<file path="config.mk">
export PLATFORM = sky130hd
export DESIGN_NAME = rolling_digit_transition
export DESIGN_NICKNAME = d
export VERILOG_FILES = /design/src/rdt_pkg.sv /design/src/rdt_lane.sv /design/src/rolling_digit_transition.sv
export SDC_FILE = /design/constraint.sdc
export NUM_CORES = 1
export LEC_CHECK = 0
export ABC_CLOCK_PERIOD_IN_PS = 4200
export BUFFER_PORTS_ARGS = -buffer_cell sky130_fd_sc_hd__buf_2
export CAP_MARGIN = 0
export CORE_AREA = 4 4 246 248
export CTS_BUF_LIST = sky130_fd_sc_hd__clkbuf_4
export CTS_CLUSTER_SIZE = 30
export DETAILED_ROUTE_END_ITERATION = 8
export DIE_AREA = 0 0 250 252
export GPL_TIMING_DRIVEN = 0
export PLACE_DENSITY = 0.49
export SYNTH_ARGS = -nofsm -noshare
export SYNTH_HDL_FRONTEND = slang
export SYNTH_HIERARCHICAL = 1
export SYNTH_SLANG_ARGS = --single-unit
</file>
<file path="constraint.sdc">
create_clock -name i_clk -period 4.2 [get_ports i_clk]
set_input_delay 1.05 -clock i_clk [delete_from_list [all_inputs] [get_ports i_clk]]
set_output_delay 1.05 -clock i_clk [all_outputs]
set_load 0.02 [all_outputs]
</file>
<file path="src/rdt_pkg.sv">
// Shared types, constants and the run-length table for the rolling digit transition.
package rdt_pkg;

    localparam int unsigned DIGIT_MAX         = 8;
    localparam int unsigned DIGIT_COUNT_DEF   = 8;
    localparam int unsigned HOLD_TICKS_DEF    = 25;
    localparam int unsigned CODE_W            = 4;
    localparam int unsigned PICK_W            = 6;
    localparam int unsigned RUN_W             = 7;
    localparam int unsigned HOLD_W            = 5;
    localparam int unsigned TABLE_DEPTH       = 64;

    localparam logic [CODE_W-1:0]            BLANK_CODE = 4'hC;
    localparam logic [CODE_W*DIGIT_MAX-1:0]  ALL_BLANK  = 32'hCCCC_CCCC;

    localparam logic FUNC_TICK  = 1'b0;
    localparam logic FUNC_START = 1'b1;

    localparam logic [RUN_W-1:0] RUN_TABLE [0:TABLE_DEPTH-1] = '{
        7'd20, 7'd30, 7'd40, 7'd50, 7'd50, 7'd60, 7'd60, 7'd70,
        7'd15, 7'd25, 7'd35, 7'd45, 7'd55, 7'd55, 7'd55, 7'd65,
        7'd18, 7'd19, 7'd22, 7'd23, 7'd24, 7'd26, 7'd27, 7'd28,
        7'd29, 7'd31, 7'd32, 7'd33, 7'd34, 7'd36, 7'd37, 7'd38,
        7'd39, 7'd41, 7'd42, 7'd43, 7'd44, 7'd46, 7'd47, 7'd48,
        7'd49, 7'd16, 7'd51, 7'd17, 7'd52, 7'd68, 7'd53, 7'd67,
        7'd21, 7'd69, 7'd54, 7'd56, 7'd56, 7'd64, 7'd57, 7'd57,
        7'd66, 7'd58, 7'd58, 7'd63, 7'd59, 7'd59, 7'd61, 7'd62
    };

    typedef struct packed {
        logic                            func;
        logic [CODE_W*DIGIT_MAX-1:0]     digits;
        logic [PICK_W*DIGIT_MAX-1:0]     run_picks;
    } t_in_item;

    typedef struct packed {
        logic [CODE_W*DIGIT_MAX-1:0]     shown_digits;
        logic                            done_res;
    } t_out_item;

endpackage

</file>
<file path="src/rdt_lane.sv">
// One digit lane: its run counter and the next code it shows on a tick.
module rdt_lane (
    input  logic                              i_clk,
    input  logic                              i_load,
    input  logic                              i_step,
    input  logic [rdt_pkg::PICK_W-1:0]        i_pick,
    input  logic [rdt_pkg::CODE_W-1:0]        i_cur,
    input  logic [rdt_pkg::CODE_W-1:0]        i_target,
    output logic [rdt_pkg::CODE_W-1:0]        o_next,
    output logic                              o_settled
);

    logic [rdt_pkg::RUN_W-1:0]  r_runs;
    logic [rdt_pkg::RUN_W-1:0]  n_runs;
    logic [rdt_pkg::CODE_W:0]   w_inc;
    logic                       w_active;

    assign w_active  = (r_runs > rdt_pkg::RUN_W'(1));
    assign o_settled = ~w_active;
    assign w_inc     = {1'b0, i_cur} + (rdt_pkg::CODE_W+1)'(1);

    always_comb begin
        if (!w_active) begin
            o_next = i_target;
        end else if (i_cur == rdt_pkg::BLANK_CODE) begin
            o_next = '0;
        end else if (w_inc >= (rdt_pkg::CODE_W+1)'(10)) begin
            // The incremented code never reaches twenty, so one subtraction wraps it.
            o_next = rdt_pkg::CODE_W'(w_inc - (rdt_pkg::CODE_W+1)'(10));
        end else begin
            o_next = w_inc[rdt_pkg::CODE_W-1:0];
        end
    end

    always_comb begin
        n_runs = r_runs;
        if (i_load) begin
            n_runs = rdt_pkg::RUN_TABLE[i_pick];
        end else if (i_step && w_active) begin
            n_runs = r_runs - rdt_pkg::RUN_W'(1);
        end
    end

    always_ff @(posedge i_clk) begin
        r_runs <= n_runs;
    end

endmodule

</file>
<file path="src/rolling_digit_transition.sv">
// Rolling digit transition: one result per item, registered the cycle after its transfer.
// A new item can be taken in every cycle; input stall is raised only while the result
// register holds an untaken result and the output side stalls.
// Reset blanks every digit, clears the hold counter and stops the effect; run counters
// are not reset, as they are only read after a start has loaded them.
module rolling_digit_transition #(
    parameter int unsigned DIGIT_COUNT = rdt_pkg::DIGIT_COUNT_DEF,
    parameter int unsigned HOLD_TICKS  = rdt_pkg::HOLD_TICKS_DEF
) (
    input  logic                i_clk,
    input  logic                i_rst_n,
    input  logic                i_in_valid,
    output logic                o_in_stall,
    input  rdt_pkg::t_in_item   i_in_data,
    output logic                o_out_valid,
    input  logic                i_out_stall,
    output rdt_pkg::t_out_item  o_out_data
);

    localparam int unsigned WORD_W = rdt_pkg::CODE_W * rdt_pkg::DIGIT_MAX;
    localparam logic [rdt_pkg::HOLD_W-1:0] HoldInit = rdt_pkg::HOLD_W'(HOLD_TICKS);

    logic [WORD_W-1:0]           r_shown;
    logic [WORD_W-1:0]           n_shown;
    logic [rdt_pkg::HOLD_W-1:0]  r_hold;
    logic [rdt_pkg::HOLD_W-1:0]  n_hold;
    logic                        r_running;
    logic                        n_running;
    logic                        r_out_valid;
    logic                        n_out_valid;
    rdt_pkg::t_out_item          r_out;
    rdt_pkg::t_out_item          n_out;

    logic                        w_accept;
    logic                        w_start;
    logic                        w_step;
    logic [WORD_W-1:0]           w_tick_shown;
    logic [rdt_pkg::DIGIT_MAX-1:0] w_settled;
    logic                        w_all_settled;

    assign o_in_stall  = r_out_valid && i_out_stall;
    assign w_accept    = i_in_valid && !o_in_stall;
    assign w_start     = w_accept && (i_in_data.func == rdt_pkg::FUNC_START);
    assign w_step      = w_accept && (i_in_data.func == rdt_pkg::FUNC_TICK) && r_running;
    assign o_out_valid = r_out_valid;
    assign o_out_data  = r_out;

    for (genvar g = 0; g < rdt_pkg::DIGIT_MAX; g++) begin : g_lane
        if (g < DIGIT_COUNT) begin : g_active
            rdt_lane u_lane (
                .i_clk     (i_clk),
                .i_load    (w_start),
                .i_step    (w_step),
                .i_pick    (i_in_data.run_picks[rdt_pkg::PICK_W*g +: rdt_pkg::PICK_W]),
                .i_cur     (r_shown[rdt_pkg::CODE_W*g +: rdt_pkg::CODE_W]),
                .i_target  (i_in_data.digits[rdt_pkg::CODE_W*g +: rdt_pkg::CODE_W]),
                .o_next    (w_tick_shown[rdt_pkg::CODE_W*g +: rdt_pkg::CODE_W]),
                .o_settled (w_settled[g])
            );
        end else begin : g_fixed
            // Digits beyond the configured count keep what the start loaded.
            assign w_tick_shown[rdt_pkg::CODE_W*g +: rdt_pkg::CODE_W] =
                r_shown[rdt_pkg::CODE_W*g +: rdt_pkg::CODE_W];
            assign w_settled[g] = 1'b1;
        end
    end

    assign w_all_settled = &w_settled;

    always_comb begin
        n_shown     = r_shown;
        n_hold      = r_hold;
        n_running   = r_running;
        n_out       = r_out;
        n_out_valid = r_out_valid && i_out_stall;
        if (w_accept) begin
            n_out_valid = 1'b1;
            if (w_start) begin
                n_shown   = i_in_data.digits;
                n_hold    = HoldInit;
                n_running = 1'b1;
                n_out.shown_digits = i_in_data.digits;
                n_out.done_res     = 1'b0;
            end else if (!r_running) begin
                n_out.shown_digits = r_shown;
                n_out.done_res     = 1'b1;
            end else begin
                n_shown = w_tick_shown;
                if (w_all_settled && (r_hold != '0)) begin
                    n_hold = r_hold - rdt_pkg::HOLD_W'(1);
                end
                n_out.shown_digits = w_tick_shown;
                n_out.done_res     = w_all_settled && (n_hold == '0);
                n_running          = !(w_all_settled && (n_hold == '0));
            end
        end
    end

    always_ff @(posedge i_clk) begin
        if (!i_rst_n) begin
            r_shown     <= rdt_pkg::ALL_BLANK;
            r_hold      <= '0;
            r_running   <= 1'b0;
            r_out_valid <= 1'b0;
        end else begin
            r_shown     <= n_shown;
            r_hold      <= n_hold;
            r_running   <= n_running;
            r_out_valid <= n_out_valid;
        end
        r_out <= n_out;
    end

endmodule

</file>
== Word level (Yosys, flattened, before mapping) ==
Memories as Yosys holds them, arrays and structs flattened.
Cells that the tools add are included.

* Bits in registers: 128
* ROM bits: 3584
* Bits of input ports: 85
* Logic and storage cells: 195
* Memories kept: 8

{| class="wikitable"
|+ Memory list
! name !! words !! width !! read ports !! clocked after memory_dff !! write ports !! RTL line !! source
|-
| (no name shown) || 64 || 7 || 1 || 0 || 0 || rdt_lane.sv:38 || <nowiki>n_runs = rdt_pkg::RUN_TABLE[i_pick];</nowiki>
|-
| (no name shown) || 64 || 7 || 1 || 0 || 0 || rdt_lane.sv:38 ||
|-
| (no name shown) || 64 || 7 || 1 || 0 || 0 || rdt_lane.sv:38 ||
|-
| (no name shown) || 64 || 7 || 1 || 0 || 0 || rdt_lane.sv:38 ||
|-
| (no name shown) || 64 || 7 || 1 || 0 || 0 || rdt_lane.sv:38 ||
|-
| (no name shown) || 64 || 7 || 1 || 0 || 0 || rdt_lane.sv:38 ||
|-
| 2 more memories || - || - || - || - || - || - ||
|}

* Add/subtract/negate cells: 25
* $lt $le $gt $ge: 24
* Equality and inequality tests: 8
* Multiplexer cells: 69
* Bitwise logic cells: 17
* Reduce and logical (&&, ||, !) cells: 30

{| class="wikitable"
|+ Operator list
! kind !! number
|-
| 2-to-1 mux 7 bit || 32
|-
| 2-to-1 mux 4 bit || 24
|-
| 2-to-1 mux 33 bit || 2
|-
| 2-to-1 mux 32 bit || 2
|-
| >= comparator 7 bit (second input constant) || 8
|-
| > comparator 7 x 1 -> 1 bit (second input constant) || 8
|-
| NOT 6 -> 7 bit || 8
|-
| subtractor 7 x 1 -> 7 bit (second input constant) || 8
|-
| adder 4 x 1 -> 5 bit (second input constant) || 8
|-
| >= comparator 5 x 4 -> 1 bit (second input constant) || 8
|-
| equality test 4 bit (second input constant) || 8
|-
| subtractor 4 bit (second input constant) || 8
|-
| 2-to-1 mux 5 bit || 6
|-
| nonzero test 2 bit || 9
|-
| logical AND 1 bit || 15
|-
| NOT 1 bit || 9
|-
| AND reduction 8 bit || 1
|-
| zero test 5 bit || 1
|-
| nonzero test 5 bit || 1
|-
| subtractor 5 x 1 -> 5 bit (second input constant) || 1
|-
| 2-to-1 mux 1 bit || 3
|-
| zero test 1 bit || 2
|-
| AND reduction 2 bit || 1
|}

== Depth between registers and ports, before layout ==
* Depth after elaboration: 13
* Gate-level depth with buffers: 10
* Depth with buffers taken out: 10

== By module ==
The synthesis kept the hierarchy.

{| class="wikitable"
|+ Modules (own cells, without submodules)
! module !! times used !! cells each !! area each (um2) !! sequential area each (um2)
|-
| rdt_lane (g_lane[0].g_active.u_lane ...) || 7 || 171 || 1387.6 || 210.2
|-
| rolling_digit_transition || 1 || 343 || 3316.9 || 1771.7
|-
| rdt_lane (g_lane[7].g_active.u_lane) || 1 || 175 || 1373.8 || 210.2
|}

== Worst setup path after synthesis ==
Ideal clock, no wire load.

* Path type: in2reg
* Start point: input i_in_valid
* End point: register g_lane[7].g_active.u_lane/r_runs[0] (netlist name) (enable)
* Setup time: 381 ps
* Arrival time: 3068 ps
* Required time: 3819 ps
* Setup slack: 752 ps
* Cell stages on the path: 8
* Buffers on the path: 2
* Path through: a21bo_1 -> inv_2 -> nand2_1 -> inv_2 -> buf_2 -> buf_2 -> clkinv_1 -> o21ai_0

* Elaborated cells on any way between the ends: 6
* Classes of those cells: reduce/logical: 6

{| class="wikitable"
|+ RTL lines
! what !! RTL line !! source
|-
| start: declaration || rolling_digit_transition.sv:12 || <nowiki>input logic i_in_valid,</nowiki>
|-
| logical AND 1 bit || rolling_digit_transition.sv:42 || <nowiki>assign w_accept = i_in_valid && !o_in_stall;</nowiki>
|-
| logical AND 1 bit || rolling_digit_transition.sv:43 || <nowiki>assign w_start = w_accept && (i_in_data.func == rdt_pkg::FUNC_START);</nowiki>
|-
| named net w_start || rolling_digit_transition.sv:35 || <nowiki>logic w_start;</nowiki>
|-
| nonzero test 2 bit (no source line) || - ||
|-
| end signal: assignment || rdt_lane.sv:45 || <nowiki>r_runs <= n_runs;</nowiki>
|-
| end: declaration || rdt_lane.sv:13 || <nowiki>logic [rdt_pkg::RUN_W-1:0] r_runs;</nowiki>
|}

The timed path passes the listed nets, and every way through them passes these cells.
A chain may end at the register's enable or synchronous reset.

== Worst setup path after layout ==
* Start point: input i_in_valid
* End point: register g_lane[7].g_active.u_lane/r_runs[6] (netlist name) (enable)

The elaborated chain is that of the path after synthesis.

==> impl_metrics.toml <==
[placed_design]
port_buffers = 116
hpwl_um = 34800
place.gp.congestion = 0.909

[synth]
yosys.area_share.adder_pct = 9.82
synth_common_cells = "nor2_1 (129), a21oi_1 (116), ha_1 (113)"
synth.yosys.seq_area_share_pct = 24.0
ys.flop_type = "edfxtp_1"
ys_ff_latch = 128
synth_compound_area_share_pct = 26.0
yosys_warnings = 6
postSynthAreaPerCell_um2 = 8.40
synth_area_um2 = 14400
synth_top_family_by_area = "compound AO/OA/AOI/OAI gates"
yosysMostFrequentCell = "nor2_1"
synth_top_area_share_pct = 18.6
netlist_instances = 1715
ys_async_sr_fraction_pct = 0
synthSimpleGateAreaFrac_pct = 21.8
ys_types = 76
syn-num-nets = 1913
yosys.area_share.xor_xnor_pct = 3.41
synth_top_area_cell = "edfxtp_1"
ys_top_cells_by_area = "edfxtp_1 (19%), ha_1 (9.8%), dfxtp_1 (5.4%)"
muxShareOfSynthArea_pct = 8.33
synth_edf_count = 89

[die]
start_util_pct = 24.6
dieArea_um2 = 63000
ioPinCount = 120
core_um2 = 58500
fp.dieW_um = 250
die_h_um = 252
num_rows = 89

[drt]
wire_per_inst_um = 17.7
via_per_inst = 5.22
drtAntennaViolNets = 0
met1_length_um = 21100
drt_pass1_iterations = 6
drc = 0
wl_met2_um = 21300
vias = 13800
drt-total-wl_um = 46700
drt_iter0_markers = 1345
topRoutingLayerUsed = "met5"
route.met3.wl_um = 2990

[run_status]
status = "complete, no violations"

[run]
cap_violations = 0

[setup_path]
end_kind = "flop"
start_kind = "input port"
worstSetupPathType = "input port to flop"
crit_fanout = 65
cp.arrival_ns = 4.11
crit_required_ns = 4.44

[power_and_ir_drop]
p_per_area_nw_per_um2 = 246
p_leak_nw = 6.26
ir_worst_vdd_v = 0.000155
fin_total_pwr_w = 0.00401

[sta]
setup_viol = 0
post-route-period-util_pct = 92.0
slew_headroom_pct = 31.8
max_freq_mhz = 259
drv_slew = 0
min_period_ns = 3.86
skew_ns = 0.0365
final_hold_viol_count = 0
rsz0062_at_grt = "no"
hold_ws_ns = 0.555
tightest_slew_ns = 1.01

[clocking]
cts_sinks = 128
cts_tree = "yes"
path_clk_slew_ns = 0.15
cts_root_buffer = "clkbuf_4"
insertion_delay_ns = 0.60
cts_inserted_buffers = 17
ctsHtreeMaxLevel = 4
ctsResizeCount = 0
cts_hold_buffers = 0
cts_buffer_depth = 2
cts_setup_buffers = 0

[global_routing]
grt_pass1_wl_um = 74200
antenna_found_initial = 10
grt_usage_pct = 14.3
first_global_vias = 13400
grt_max_degree = 66
overflow = 0

[finish]
num-nets-final = 2049
final_layout_size_suffix_gt1_share_pct = 16.7
synthToLayoutAreaGrowth_pct = 12.9

[min_path]
hold_class = "flop to flop"
[cell usage in the layout, fill, tap and decap left out, types with 18 or more instances in the layout]
cell type	instances
inv_1	102
nor3b_1	24
a21boi_0	23
o21ai_0	98
nand3_1	49
buf_2	157
and2_1	24
dfxtp_1	39
mux2i_1	40
xor2_1	23
a32o_1	24
ha_1	113
nor2_1	129
a311oi_1	24
mux4_2	24
clkbuf_1	48
xnor2_1	33
nor3_1	43
clkbuf_4	18
nand2_1	111
a211oi_1	30
a21oi_1	116
nor2b_1	48
nand2b_1	49
edfxtp_1	89
mux2_2	23
o31ai_1	25
[final cells by class]
| class | instances | area (µm²) |
|---|---|---|
| timing repair buffer | 117 | 601 |
| clock buffer | 18 | 135 |
| inverter | 108 | 405 |
| clock inverter | 14 | 139 |
| multi-input combinational | 1370 | 10000 |
| sequential | 128 | 3450 |
| antenna | 5 | 12.5 |
| tap | 773 | 967 |
| fill | 6296 | 42200 |
| buffer | 109 | 553 |
[metrics by stage]
step	util [%]	cells	setup slack [ns]	instance area, µm²	setup TNS, ns
after floorplan	-	1715	0.752	14400	0
after global placement	27.3	2604	-0.970	16000	-44.10
after detailed placement	27.3	2605	-0.285	16000	-6.28
after CTS	27.8	2637	0.412	16200	0
after global routing	27.8	2639	0.218	16300	0
final	27.8	2642	0.337	16300	0
[per-layer routing]
| metal | vias to the layer above | GRT usage [%] |
|---|---|---|
| li1 | 6693 | - |
| met2 | 477 | 23.5 |
| met1 | 6523 | 19.0 |
| met3 | 82 | 2.93 |
| met5 | - | 0 |
| met4 | 8 | 4.72 |
[where the power goes]
group | total, W | leakage [nW] | switching, W | internal, W
Sequential | 0.00159 | 1.16 | 0.000103 | 0.00149
Combinational | 0.00153 | 4.96 | 0.000890 | 0.000637
Clock | 0.000892 | 0.142 | 0.000534 | 0.000358
Total | 0.00401 | 6.26 | 0.00153 | 0.00248
[critical path, stage by stage]
cell      delay, ns
buf_2          0.09
a21bo_1        0.27
inv_2          0.10
nand2_1        0.32
inv_2          0.19
buf_2          0.32
buf_4          0.76
clkinv_1       0.47
o21ai_0        0.51
[sequential cells by signal, summed over array words and instances (netlist names)]
name,cells
r_shown,32
r_hold,5
r_running,1
o_out_valid,1
o_out_data,33
g_lane.g_active.u_lane/r_runs,56
[worst paths after layout]
path / startpoint / endpoint / slack (ns) / cells after the start
max: i_in_valid / g_lane[7].g_active.u_lane/r_runs[6] / 0.34 / 9
min: r_shown[31] / r_shown[31] / 0.55 / 2
max reg2reg: o_out_valid / g_lane[7].g_active.u_lane/r_runs[6] / 0.57 / 8
min reg2reg: r_shown[31] / r_shown[31] / 0.55 / 2
[cell families (layout without fill, tap and decap cells)]
family	Yosys count	in the layout
adders and majority gates	113	113
other	0	5
AOI/OAI and AO/OA	527	527
DFF	128	128
buffers and inverters	217	366
xor gates and xnor gates	56	56
and+or+nand+nor	587	587
muxes	87	87
(Power assumes the default switching activity.)
